<file path="src/rtl/three_phase_sine_pwm_duty_macros.svh">
// Assertion macros used by the three-phase sine duty RTL.
`ifndef THREE_PHASE_SINE_PWM_DUTY_MACROS_SVH
`define THREE_PHASE_SINE_PWM_DUTY_MACROS_SVH

// Implication checked on every rising edge of clk_i, off while rst_ni is low.
`define TPS_ASSERT_IMP(lbl, ante, cons, msg) \
  lbl: assert property (@(posedge clk_i) disable iff (!rst_ni) (ante) |-> (cons)) \
    else $error(msg);

// Next-cycle implication, off while rst_ni is low.
`define TPS_ASSERT_NEXT(lbl, ante, cons, msg) \
  lbl: assert property (@(posedge clk_i) disable iff (!rst_ni) (ante) |=> (cons)) \
    else $error(msg);

`endif

</file>
<file path="src/rtl/tps_pwm_pkg.sv">
// Constants, sine table and lookup helpers for the three-phase sine duty synthesizer.
package tps_pwm_pkg;

  localparam int unsigned SineEntries   = 64;
  localparam int unsigned StoredSamples = 64;
  localparam int unsigned IdxW          = $clog2(StoredSamples);
  localparam int unsigned PhaseW        = 16;
  localparam int unsigned DutyW         = 10;
  localparam int unsigned DutyShift     = 6;
  localparam int unsigned AddrW         = 3;

  localparam logic [PhaseW-1:0] Offset120     = 16'h5555;
  localparam logic [PhaseW-1:0] Offset240     = 16'hAAAA;
  localparam logic [PhaseW-1:0] DutyOffset    = 16'd32767;
  localparam logic [PhaseW-1:0] IncrementRst  = 16'd65;

  typedef enum logic [0:0] {
    RegPhaseIncrement = 1'b0,
    RegUnused         = 1'b1
  } reg_idx_e;

  typedef logic signed [15:0] sample_t;

  localparam sample_t SineTable [StoredSamples] = '{
         16'sd0,   16'sd3212,   16'sd6393,   16'sd9512,
     16'sd12539,  16'sd15446,  16'sd18204,  16'sd20787,
     16'sd23170,  16'sd25329,  16'sd27245,  16'sd28898,
     16'sd30273,  16'sd31356,  16'sd32137,  16'sd32609,
     16'sd32767,  16'sd32609,  16'sd32137,  16'sd31356,
     16'sd30273,  16'sd28898,  16'sd27245,  16'sd25329,
     16'sd23170,  16'sd20787,  16'sd18204,  16'sd15446,
     16'sd12539,   16'sd9512,   16'sd6393,   16'sd3212,
         16'sd0,  -16'sd3212,  -16'sd6393,  -16'sd9512,
    -16'sd12539, -16'sd15446, -16'sd18204, -16'sd20787,
    -16'sd23170, -16'sd25329, -16'sd27245, -16'sd28898,
    -16'sd30273, -16'sd31356, -16'sd32137, -16'sd32609,
    -16'sd32767, -16'sd32609, -16'sd32137, -16'sd31356,
    -16'sd30273, -16'sd28898, -16'sd27245, -16'sd25329,
    -16'sd23170, -16'sd20787, -16'sd18204, -16'sd15446,
    -16'sd12539,  -16'sd9512,  -16'sd6393,  -16'sd3212
  };

  // Scales a phase to a table slot. All factors are constants, so this folds
  // down to a bit-select of the phase when the entry count is a power of two.
  function automatic logic [IdxW-1:0] sine_index(logic [PhaseW-1:0] phase);
    logic [31:0] idx;
    logic [31:0] stored;
    idx    = (32'(phase) * 32'(SineEntries)) >> PhaseW;
    stored = (idx * 32'(StoredSamples)) / SineEntries;
    return stored[IdxW-1:0];
  endfunction

  // The offset sum stays in 0..65534, so it fits the phase width unsigned.
  function automatic logic [DutyW-1:0] duty_of(sample_t sample);
    logic [PhaseW-1:0] sum;
    sum = DutyOffset + PhaseW'(sample);
    return sum[DutyShift +: DutyW];
  endfunction

endpackage

</file>
<file path="src/rtl/three_phase_sine_pwm_duty.sv">
// Three-phase sine PWM duty synthesizer: phase accumulator, sine ROM and output stage.
//
//   channel   direction   handshake                   payload
//   in        sink        in_valid_i / in_stall_o     advance_i
//   out       source      out_valid_o / out_stall_i   duty_a_o, duty_b_o, duty_c_o, phase_now_o
//   config    APB slave   psel/penable/pwrite/pready  paddr, pwdata, prdata
//
// One transaction is accepted per cycle while in_stall_o is low; each result
// passes through the registered sine ROM read and then the output register.
// The phase accumulator updates in the accept cycle, so back-to-back ticks
// see each other's advance without waiting. Reset clears the phase to zero
// and loads the increment with 65. A stalled output holds the pipeline; input
// is still taken while the ROM stage is free.
module three_phase_sine_pwm_duty (
  input  logic                                  clk_i,
  input  logic                                  rst_ni,
  input  logic                                  psel,
  input  logic                                  penable,
  input  logic                                  pwrite,
  input  logic [tps_pwm_pkg::AddrW-1:0]         paddr,
  input  logic [31:0]                           pwdata,
  output logic [31:0]                           prdata,
  output logic                                  pready,
  input  logic                                  in_valid_i,
  output logic                                  in_stall_o,
  input  logic                                  advance_i,
  output logic                                  out_valid_o,
  input  logic                                  out_stall_i,
  output logic [tps_pwm_pkg::DutyW-1:0]         duty_a_o,
  output logic [tps_pwm_pkg::DutyW-1:0]         duty_b_o,
  output logic [tps_pwm_pkg::DutyW-1:0]         duty_c_o,
  output logic [tps_pwm_pkg::PhaseW-1:0]        phase_now_o
);

  logic [tps_pwm_pkg::PhaseW-1:0] increment_q;
  logic [tps_pwm_pkg::PhaseW-1:0] phase_q, phase_d;
  logic                           s1_valid_q;
  logic [tps_pwm_pkg::PhaseW-1:0] s1_phase_q;
  tps_pwm_pkg::sample_t           s1_samp_a_q, s1_samp_b_q, s1_samp_c_q;
  logic                           out_valid_q;
  logic [tps_pwm_pkg::DutyW-1:0]  duty_a_q, duty_b_q, duty_c_q;
  logic [tps_pwm_pkg::PhaseW-1:0] phase_now_q;
  logic                           move;
  logic                           in_accept;
  logic                           cfg_write;
  tps_pwm_pkg::reg_idx_e          reg_idx;

  assign reg_idx   = tps_pwm_pkg::reg_idx_e'(paddr[2]);
  assign pready    = 1'b1;
  assign cfg_write = psel && penable && pwrite && pready;

  always_comb begin
    case (reg_idx)
      tps_pwm_pkg::RegPhaseIncrement: prdata = 32'(increment_q);
      default:                        prdata = '0;
    endcase
  end

  always_ff @(posedge clk_i or negedge rst_ni) begin
    if (!rst_ni) begin
      increment_q <= tps_pwm_pkg::IncrementRst;
    end else if (cfg_write && reg_idx == tps_pwm_pkg::RegPhaseIncrement) begin
      increment_q <= pwdata[tps_pwm_pkg::PhaseW-1:0];
    end
  end

  // The output register moves when it is empty or its transaction completes.
  assign move       = !out_valid_q || !out_stall_i;
  assign in_stall_o = s1_valid_q && !move;
  assign in_accept  = in_valid_i && !in_stall_o;

  always_comb begin
    phase_d = phase_q;
    if (in_accept && advance_i) begin
      phase_d = phase_q + increment_q;
    end
  end

  always_ff @(posedge clk_i or negedge rst_ni) begin
    if (!rst_ni) begin
      phase_q     <= '0;
      s1_valid_q  <= 1'b0;
      out_valid_q <= 1'b0;
    end else begin
      phase_q <= phase_d;
      if (!s1_valid_q || move) begin
        s1_valid_q <= in_accept;
      end
      if (move) begin
        out_valid_q <= s1_valid_q;
      end
    end
  end

  // Sine ROM with registered read data, one read per phase.
  always_ff @(posedge clk_i) begin
    if (in_accept) begin
      s1_phase_q  <= phase_d;
      s1_samp_a_q <= tps_pwm_pkg::SineTable[tps_pwm_pkg::sine_index(phase_d)];
      s1_samp_b_q <= tps_pwm_pkg::SineTable[
                       tps_pwm_pkg::sine_index(phase_d + tps_pwm_pkg::Offset120)];
      s1_samp_c_q <= tps_pwm_pkg::SineTable[
                       tps_pwm_pkg::sine_index(phase_d + tps_pwm_pkg::Offset240)];
    end
  end

  always_ff @(posedge clk_i) begin
    if (move && s1_valid_q) begin
      duty_a_q    <= tps_pwm_pkg::duty_of(s1_samp_a_q);
      duty_b_q    <= tps_pwm_pkg::duty_of(s1_samp_b_q);
      duty_c_q    <= tps_pwm_pkg::duty_of(s1_samp_c_q);
      phase_now_q <= s1_phase_q;
    end
  end

  assign out_valid_o = out_valid_q;
  assign duty_a_o    = duty_a_q;
  assign duty_b_o    = duty_b_q;
  assign duty_c_o    = duty_c_q;
  assign phase_now_o = phase_now_q;

`include "three_phase_sine_pwm_duty_macros.svh"

  `TPS_ASSERT_IMP(a_stall_only_when_full, in_stall_o, s1_valid_q && out_valid_q && out_stall_i, "input stalled while the pipeline has room")
  `TPS_ASSERT_NEXT(a_phase_advances, in_accept && advance_i, phase_q == $past(phase_q + increment_q), "phase did not advance by the increment")
  `TPS_ASSERT_NEXT(a_phase_holds, !(in_accept && advance_i), $stable(phase_q), "phase changed without an advancing transaction")
  `TPS_ASSERT_NEXT(a_out_phase_follows, move && s1_valid_q, out_valid_o && phase_now_o == $past(s1_phase_q), "output phase does not match the ROM stage")

endmodule
</file>
<file path="config.mk">
export PLATFORM = sky130hd
export DESIGN_NAME = three_phase_sine_pwm_duty
export DESIGN_NICKNAME = d
export VERILOG_FILES = /design/src/rtl/tps_pwm_pkg.sv /design/src/rtl/three_phase_sine_pwm_duty.sv
export VERILOG_INCLUDE_DIRS = /design/src /design/src/rtl
export SDC_FILE = /design/constraint.sdc
export NUM_CORES = 1
export LEC_CHECK = 0
export ABC_AREA = 0
export BUFFER_PORTS_ARGS = -buffer_cell sky130_fd_sc_hd__buf_2
export CELL_PAD_IN_SITES_DETAIL_PLACEMENT = 2
export CELL_PAD_IN_SITES_GLOBAL_PLACEMENT = 2
export CORE_ASPECT_RATIO = 0.6
export CORE_MARGIN = 10
export CORE_UTILIZATION = 37
export DETAILED_ROUTE_END_ITERATION = 10
export PLACE_DENSITY_LB_ADDON = 0.1
export SETUP_SLACK_MARGIN = 0.02
export SLEW_MARGIN = 20
export SYNTH_ARGS = -nofsm -noshare
export SYNTH_HDL_FRONTEND = slang
export SYNTH_SLANG_ARGS = --single-unit
</file>
<file path="constraint.sdc">
create_clock -name clk_i -period 5.1 [get_ports clk_i]
set_input_delay 0.765 -clock clk_i [delete_from_list [all_inputs] [get_ports clk_i]]
set_output_delay 0.765 -clock clk_i [all_outputs]
set_load 0.02 [all_outputs]
</file>
# Word level (Yosys, flattened, before mapping)

Memory sizes are Yosys's and may differ from the RTL's. A register that Yosys moved wholly into a read port is not among the register bits.
Index checks and enable logic that the tools add are counted.
W data, S select, Z words.

Register bits after elaboration: 96
Memory bits (read-only): 3072
Input port bits: 43
Output and inout bits: 81
Memories kept: 3

Memories:

| name            | words | bits a word | read ports | clocked after memory_dff | write ports | RTL line                         | source |
|---|---|---|---|---|---|---|---|
| (no name shown) | 64    | 16          | 1          | 1                        | 0           | three_phase_sine_pwm_duty.sv:100 | `s1_samp_b_q <= tps_pwm_pkg::SineTable[` |
| (no name shown) | 64    | 16          | 1          | 1                        | 0           | three_phase_sine_pwm_duty.sv:99  | `s1_samp_a_q <= tps_pwm_pkg::SineTable[tps_pwm_pkg::sine_index(phase_d)];` |
| (no name shown) | 64    | 16          | 1          | 1                        | 0           | three_phase_sine_pwm_duty.sv:102 | `s1_samp_c_q <= tps_pwm_pkg::SineTable[` |

Add/sub/neg operators: 6
Muxes and demuxes: 2
Bitwise logic cells: 4
Reduce and logical (&&, ||, !) cells: 14

Operator list:

| kind                     | count |
|---|---|
| $add A15 B16 Y16 const A | 3 |
| $mux W16                 | 2 |
| $not A6 Y7               | 3 |
| $add A16 B15 Y16 const B | 1 |
| $add A16 B16 Y16         | 1 |
| $add A16 B16 Y16 const B | 1 |
| $logic_and A1 B1 Y1      | 7 |
| $logic_not A1 Y1         | 5 |
| $logic_or A1 B1 Y1       | 2 |
| $not A1 Y1               | 1 |

# Depth between registers and ports, before layout

Gate-level depths: netlist of the first run.

Word-level depth: 10
Depth in mapped cells: 20
Depth with buffers taken out: 19

# Worst setup path before layout of the first run

No wires, ideal clock.

Path kind: input port to flip-flop
Start point: in out_stall_i
End point: reg duty_a_q (netlist bit duty_a_o[0]) (enable)
Setup time: 0.520 ns
Arrival time: 4.120 ns
Path slack: 0.461 ns
Cell stages on the path: 1
Path through: a21boi_0

Cells in the longest elaborated chain, start to end: 3

Ends and longest elaborated chain:

| element                | RTL line                         | source |
|---|---|---|
| start: declaration     | three_phase_sine_pwm_duty.sv:28  | `input logic out_stall_i,` |
| $logic_not A1 Y1       | three_phase_sine_pwm_duty.sv:68  | `assign move = !out_valid_q \|\| !out_stall_i;` |
| $logic_or A1 B1 Y1     | three_phase_sine_pwm_duty.sv:68  |  |
| $logic_and A1 B1 Y1    | three_phase_sine_pwm_duty.sv:108 | `if (move && s1_valid_q) begin` |
| end signal: assignment | three_phase_sine_pwm_duty.sv:109 | `duty_a_q <= tps_pwm_pkg::duty_of(s1_samp_a_q);` |
| end: declaration       | three_phase_sine_pwm_duty.sv:41  | `logic [tps_pwm_pkg::DutyW-1:0] duty_a_q, duty_b_q, duty_c_q;` |

Every way passes these cells.
A chain may end at the register's enable or synchronous reset.

# Final worst setup path of the first run

Start point: reg increment_q[0] in the netlist's numbering
End point: reg s1_samp_b_q[13] (data pin)

Cells in the longest elaborated chain, start to end: 4

Ends and longest elaborated chain:

| element                          | RTL line                         | source |
|---|---|---|
| start: declaration               | three_phase_sine_pwm_duty.sv:35  | `logic [tps_pwm_pkg::PhaseW-1:0] increment_q;` |
| start signal: assignment         | three_phase_sine_pwm_duty.sv:61  | `increment_q <= tps_pwm_pkg::IncrementRst;` |
| start signal: assignment         | three_phase_sine_pwm_duty.sv:63  | `increment_q <= pwdata[tps_pwm_pkg::PhaseW-1:0];` |
| $add A16 B16 Y16                 | three_phase_sine_pwm_duty.sv:75  | `phase_d = phase_q + increment_q;` |
| $mux W16                         | three_phase_sine_pwm_duty.sv:74  | `if (in_accept && advance_i) begin` |
| $add A16 B15 Y16                 | three_phase_sine_pwm_duty.sv:101 | `tps_pwm_pkg::sine_index(phase_d + tps_pwm_pkg::Offset120)];` |
| $not A6 Y7 (implied by the code) | three_phase_sine_pwm_duty.sv:100 |  |
| end: declaration                 | three_phase_sine_pwm_duty.sv:39  | `tps_pwm_pkg::sample_t s1_samp_a_q, s1_samp_b_q, s1_samp_c_q;` |

Every way passes these cells.

==> reports/results.txt, run 1 <==
# Max-Cap Violations: 0
Result of the run: finished, final reports clean
Gp weighted congestion: 0.9056
Number of core rows: 49
Leading area contributor after synthesis: sky130_fd_sc_hd__edfxtp_1
Series of cell instances along the critical path: ha_2 -> inv_1 -> fa_1 -> nand2b_2 -> a21bo_2 -> a21boi_0 -> o31a_1 -> buf_4 -> o311ai_4 -> buf_4 -> nand3_2 -> nand2_1 -> xnor2_2 -> ha_2 -> inv_1 -> nor2_4 -> buf_4 -> a21oi_1 -> o2bb2ai_1 -> o21ai_0 -> o311ai_0
Insertion delay of the later-clocked pin in the worst-skew pair: 460 ps
Hpwl dp: 35670 um
Leading cell type by number of instances after synthesis: sky130_fd_sc_hd__nand2_1
Die Y: 156.4 um
Final Instance Count excl. Fillers: 1812
Avg Cell Area, Syn: 8.879 um2
Pre-Repair DR Iteration Count: 6
Pin count of the biggest net entering global routing: 48
Average wire per standard cell: 26.78 um
Cell at the root of the clock tree: sky130_fd_sc_hd__clkbuf_16
Final worst path period need: 4883 ps
IO buf count: 88
Cells taking the most area after synthesis: sky130_fd_sc_hd__edfxtp_1, sky130_fd_sc_hd__dfrtp_1, sky130_fd_sc_hd__a21oi_1
Achievable frequency: 204.8 MHz
Initial DRC Count: 1253
Commonest cells in the synthesized netlist: sky130_fd_sc_hd__nand2_1, sky130_fd_sc_hd__a21oi_1, sky130_fd_sc_hd__nor2_1
Fin util: 0.4429
Setup slack, reg-to-reg: 220 ps
Crit-path max FO: 7
Most used DFF post-synth: sky130_fd_sc_hd__edfxtp_1
Flops & latches, synth: 144
Post-synth top area share: 0.2877
Slowest CP cell: sky130_fd_sc_hd__dfstp_2
Post-synth ARST share: 0.2361
Hold buffer count at cts: 0
Diodes inserted: 0
Total via count in the routed design: 11460
Vias per std cell: 6.324
Wire length of the first global-routing pass: 74690 um
Synthesis Warnings: 0
Worst-case clock skew: 14.13 ps
Routed wire length: 48520 um
Htree depth: 4
Post-synthesis cell count: 1293
Setup repair after global routing missed its margin: false
Endpoint kind of the worst setup timing path: register
Stage delay of the slowest cell on the critical path: 550 ps
Area Growth Syn to Fin: 16.83%
Post-route DRC violation count: 0
Measured slew at the worst slew-check pin: 1015 ps
Antenna violations before repair: 1
Crit path DAT: 5050 ps
Full die area: 38710 um2
Sequential area share after synthesis: 0.3620
Num CTS Buffers: 17
Starting Density: 0.3791
Required time worst endpoint: 5270 ps
Number of enable flip-flop cells after synthesis: 110
FF-to-FF path depth: 21
Kind of critical path: reg -> reg
Number of setup violations in the final report: 0
Worst reg2reg path startpoint: increment_q[0]$_DFFE_PN1P_
Maximum clock insertion buffer count: 2
Buf+Inv Stages, Crit Path: 5
Count of pins over their slew limit: 0
Setup TNS: 0 ps
Crit start category: register
Final-report hold violation count: 0
Number of global-route vias before repair: 11770
Std-Cell Core Area: 30290 um2
Worst slew margin relative to its limit: 0.3200
Clock sink count: 144
Overall global routing resource usage: 0.2489
Cell area after technology mapping: 11480 um2
I/O pins: 124
Number of distinct standard cells referenced by the synthesized netlist: 109
Kind of path behind the tightest hold check: in -> async
Critical path's top delay family: compound AO/OA/AOI/OAI gates
Share of post-route cells with drive strength above 1: 0.2350
CTS tree: yes
Final period util: 0.9574
Worst reg2reg endpoint: s1_samp_b_q[13]$_DFFE_PN_
Number of routed nets with antenna violations: 0
Instance count after placement with tap cells included: 1776
Clock-pin slew reported for the worst setup and hold paths after clock tree synthesis: 70 ps
Global route overflow: 0
Final Net Count: 1472
Top cell by count, worst path: sky130_fd_sc_hd__buf_4
Die Span X: 247.4 um
[sequential cells by signal, summed over array words and instances (netlist names)]
register	cells
duty_c_o	10
phase_q	16
s1_samp_b_q	16
s1_samp_a_q	16
s1_valid_q	1
increment_q	16
s1_phase_q	16
phase_now_o	16
duty_a_o	10
out_valid_o	1
s1_samp_c_q	16
duty_b_o	10
[per-stage QoR]
stage                     hold slack, ps  cell area [um2]  worst slack [ps]
final                              420.7            13410             217.3
after detailed placement           406.1            12640            -86.52
after CTS                          422.5            13270             36.44
after global routing               426.6            13410             24.99
after global placement             401.3            12630             67.52
after floorplan                    400.3            11540             460.6
[cell type report]
class	instances	area, um2
Inverter	23	86.33
Clock inverter	13	177.7
Clock buffer	19	432.9
Timing Repair Buffer	184	1227
Multi-Input combinational cell	1021	6822
Sequential cell	144	4156
Fill cell	3372	16870
Tap cell	408	510.5
[kinds of logic after synthesis]
group | Yosys count | synth area share
muxes | 35 | 0.03945
AOI/OAI and AO/OA | 451 | 0.2696
and+or+nand+nor | 440 | 0.1840
buffers and inverters | 143 | 0.06441
adders and majority gates | 39 | 0.04294
other | 2 | 0.0006541
DFF | 144 | 0.3620
xor gates and xnor gates | 39 | 0.03694
[how the worst max path moves through the flow]
stage / startpoint / end / depth (start not counted)
3_3_place_gp: increment_q[0]$_DFFE_PN1P_ / s1_samp_b_q[5]$_DFFE_PN_ / 16
5_1_grt: increment_q[0]$_DFFE_PN1P_ / s1_samp_b_q[13]$_DFFE_PN_ / 20
2_1_floorplan: out_stall_i / duty_a_o[0]$_DFFE_PP_ / 1
3_5_place_dp: increment_q[0]$_DFFE_PN1P_ / s1_samp_b_q[7]$_DFFE_PN_ / 17
4_1_cts: increment_q[0]$_DFFE_PN1P_ / s1_samp_b_q[7]$_DFFE_PN_ / 19
6_report: increment_q[0]$_DFFE_PN1P_ / s1_samp_b_q[13]$_DFFE_PN_ / 21
[layout by cell type (no fill, tap or decap), types with 11 or more instances in the layout]
| master | n |
|---|---|
| sky130_fd_sc_hd__xnor2_1 | 18 |
| sky130_fd_sc_hd__edfxtp_1 | 110 |
| sky130_fd_sc_hd__conb_1 | 17 |
| sky130_fd_sc_hd__nor3_1 | 31 |
| sky130_fd_sc_hd__clkbuf_16 | 17 |
| sky130_fd_sc_hd__o21ai_0 | 82 |
| sky130_fd_sc_hd__nor2b_1 | 17 |
| sky130_fd_sc_hd__o221ai_1 | 18 |
| sky130_fd_sc_hd__ha_1 | 29 |
| sky130_fd_sc_hd__dfrtp_1 | 32 |
| sky130_fd_sc_hd__buf_4 | 90 |
| sky130_fd_sc_hd__nor2_1 | 112 |
| sky130_fd_sc_hd__o211ai_1 | 26 |
| sky130_fd_sc_hd__a21oi_1 | 115 |
| sky130_fd_sc_hd__o22ai_1 | 17 |
| sky130_fd_sc_hd__buf_2 | 88 |
| sky130_fd_sc_hd__inv_1 | 16 |
| sky130_fd_sc_hd__nand2_1 | 146 |
| sky130_fd_sc_hd__mux2_2 | 18 |
| sky130_fd_sc_hd__a211oi_1 | 20 |
| sky130_fd_sc_hd__nand3_1 | 32 |
| sky130_fd_sc_hd__nand2b_1 | 14 |
| sky130_fd_sc_hd__or3_1 | 11 |
| sky130_fd_sc_hd__a31oi_1 | 23 |
| sky130_fd_sc_hd__nor4_1 | 12 |
[what timing repair did]
item                       in CTS  in global routing
gates resized for setup         4                 26
cloned                          0                  0
pin swaps                       0                  5
setup endpoints to repair       6                 26
buffers inserted                0                  4
[routing by layer]
| metal | track usage | vias to the layer above | part of all wire |
|---|---|---|---|
| li1 | - | 5052 | - |
| met1 | 0.3702 | 5847 | 0.47 |
| met2 | 0.3529 | 511 | 0.42 |
| met3 | 0.06205 | 47 | 0.095 |
| met4 | 0.04858 | 2 | 0.012 |
| met5 | 0.01533 | - | 0.0015 |
Power of run 1 is not shown: default switching activity piles up to over one toggle a cycle in this logic, so the estimate is an artifact.
==> inputs of run 2 (changes only) <==
- ABC_CLOCK_PERIOD_IN_PS: not set -> 4500
- clock period: 5.1 -> 4.5 ns (I/O delays scaled with it)
==> run 2 against run 1 <==
The flow now finishes with violations (negative setup slack). Register-to-register slack got worse by 620 ps. Non-clock buffer count is 170 higher. Cell count rose by 9.5%. Global-route usage grew 3.0 points. Clock skew shrank 0.92 ps. First-iteration DRC count increased by 35%. Die area unchanged. Worst hold slack lost 92 ps. Worst setup slack worse by 620 ps. Sequential share of layout area fell by 4.0 points. Critical path type unchanged. Critical endpoint is now s1_samp_c_q[5]$_DFFE_PN_. Largest cell class unchanged.
==> reports/results.txt, run 2 (same netlist as run 1, synthesis figures left out) <==
Average wire per standard cell: 31.44 um
Final worst path period need: 4902 ps
Starting Density: 0.3791
Insertion delay of the later-clocked pin in the worst-skew pair: 470 ps
Die Y: 156.4 um
Cell at the root of the clock tree: sky130_fd_sc_hd__clkbuf_16
Antenna violations before repair: 2
# Max-Cap Violations: 0
Initial DRC Count: 1686
Area after DPL: 13660 um2
Area Growth Syn to Fin: 34.27%
Vias per std cell: 6.526
Num CTS Buffers: 17
Instance count after placement with tap cells included: 1910
Wire length of the first global-routing pass: 83110 um
Stage delay of the slowest cell on the critical path: 590 ps
Pin count of the biggest net entering global routing: 40
Leading cell type in the layout, fill and taps excluded: sky130_fd_sc_hd__buf_4
Result of the run: complete, but fails checks
Overall global routing resource usage: 0.2791
Slowest CP cell: sky130_fd_sc_hd__mux4_2
Count of pins over their slew limit: 0
CTS tree: yes
Kind of critical path: reg -> reg
Final Instance Count excl. Fillers: 1984
Hpwl dp: 39020 um
Leading cell types in the layout, fill and taps excluded: sky130_fd_sc_hd__buf_4, sky130_fd_sc_hd__nand2_1, sky130_fd_sc_hd__edfxtp_1
Worst-case clock skew: 13.21 ps
Final-report hold violation count: 0
Gp weighted congestion: 0.9254
Die Span X: 247.4 um
Std-Cell Core Area: 30290 um2
Pre-Repair DR Iteration Count: 6
Worst slew margin relative to its limit: 0.3453
Top cell by count, worst path: sky130_fd_sc_hd__buf_4
Clock sink count: 144
Number of core rows: 49
Failing checks: negative setup slack
Crit path DAT: 5100 ps
Final worst hold slack: 328.8 ps
Final period util: 1.089
Crit-path max FO: 6
Number of global-route vias before repair: 12920
Total via count in the routed design: 12950
Startpoint of the worst setup timing path: increment_q[0]$_DFFE_PN1P_
Share of post-route cells with drive strength above 1: 0.3727
Required time worst endpoint: 4690 ps
Routed wire length: 62380 um
Worst setup slack after placement: -267.2 ps
Htree depth: 4
Achievable frequency: 204.0 MHz
Maximum clock insertion buffer count: 2
Setup ws final: -402.1 ps
Endpoint kind of the worst setup timing path: register
Measured slew at the worst slew-check pin: 982.1 ps
Number of routed nets with antenna violations: 0
IO buf count: 88
Final Net Count: 1643
Kind of path behind the tightest hold check: in -> async
Buf+Inv Stages, Crit Path: 5
Global route overflow: 0
Design area: 15420 um2
Series of cell instances along the critical path: ha_4 -> inv_2 -> fa_2 -> nand2b_4 -> a21boi_4 -> nor3_2 -> o31a_1 -> buf_4 -> a311oi_4 -> buf_4 -> nor3_4 -> xnor2_4 -> inv_4 -> ha_4 -> buf_4 -> a21oi_1 -> o21ai_0 -> mux4_2
Number of setup violations in the final report: 27
I/O pins: 124
Post-route DRC violation count: 0
Setup repair after global routing missed its margin: true
Critical path's top delay family: compound AO/OA/AOI/OAI gates
Clock-pin slew reported for the worst setup and hold paths after clock tree synthesis: 80 ps
Crit start category: register
Worst reg2reg path startpoint: increment_q[0]$_DFFE_PN1P_
Full die area: 38710 um2
run 2: worst register-to-register path, delay by kind of cell (launching register included):
kind	cells	cell delay, ps
xor+xnor	1	410
compound gates	5	1350
simple gates	3	310
buf+inv	5	680
mux	1	590
flops	1	560
fa+ha+maj	3	710
run 2: routing by layer:
metal | track usage | share of wire | up-vias
met4 | 0.06102 | 0.026 | 2
li1 | - | - | 5408
met1 | 0.3975 | 0.43 | 6613
met2 | 0.4185 | 0.46 | 789
met5 | 0.01405 | 0.00019 | -
met3 | 0.06562 | 0.090 | 136
run 2: worst paths after layout:
| check | slack, ps | cells after the start | endpoint |
|---|---|---|---|
| worst max-delay path | -400 | 18 | s1_samp_c_q[5]$_DFFE_PN_ |
| worst min-delay path | 330 | 1 | phase_q[9]$_DFF_PN0_ |
| worst max register to register | -400 | 18 | s1_samp_c_q[5]$_DFFE_PN_ |
| worst min register to register | 430 | 0 | phase_now_o[4]$_DFFE_PP_ |
| max in group asynchronous | 3550 | 1 | phase_q[3]$_DFF_PN0_ |
| min in group clk_i | 430 | 0 | phase_now_o[4]$_DFFE_PP_ |
run 2: through the flow:
stage          utilization  TNS (ps)
6_report            0.5090     -2951
5_1_grt             0.5089     -5850
4_1_cts             0.4824         0
3_5_place_dp        0.4510     -3764
3_3_place_gp        0.4510    -620.7
2_1_floorplan            -         0
run 2: cell type report:
| type | count | area (um2) |
|---|---|---|
| antenna | 1 | 2.502 |
| clock buffer | 18 | 429.2 |
| clock inverter | 14 | 193.9 |
| fill | 3205 | 14870 |
| inverter | 23 | 93.84 |
| multi-input combinational | 1022 | 7382 |
| sequential | 144 | 4158 |
| tap | 408 | 510.5 |
| timing repair buffer | 354 | 2646 |
run 2: timing repair:
item	in CTS	in global routing
buffers inserted	9	29
gates resized for setup	47	122
cloned	1	1
hold buffers	0	0
pin swaps	13	53
endpoints found under the setup margin	31	37
Power of run 2 is left out for the same reason.
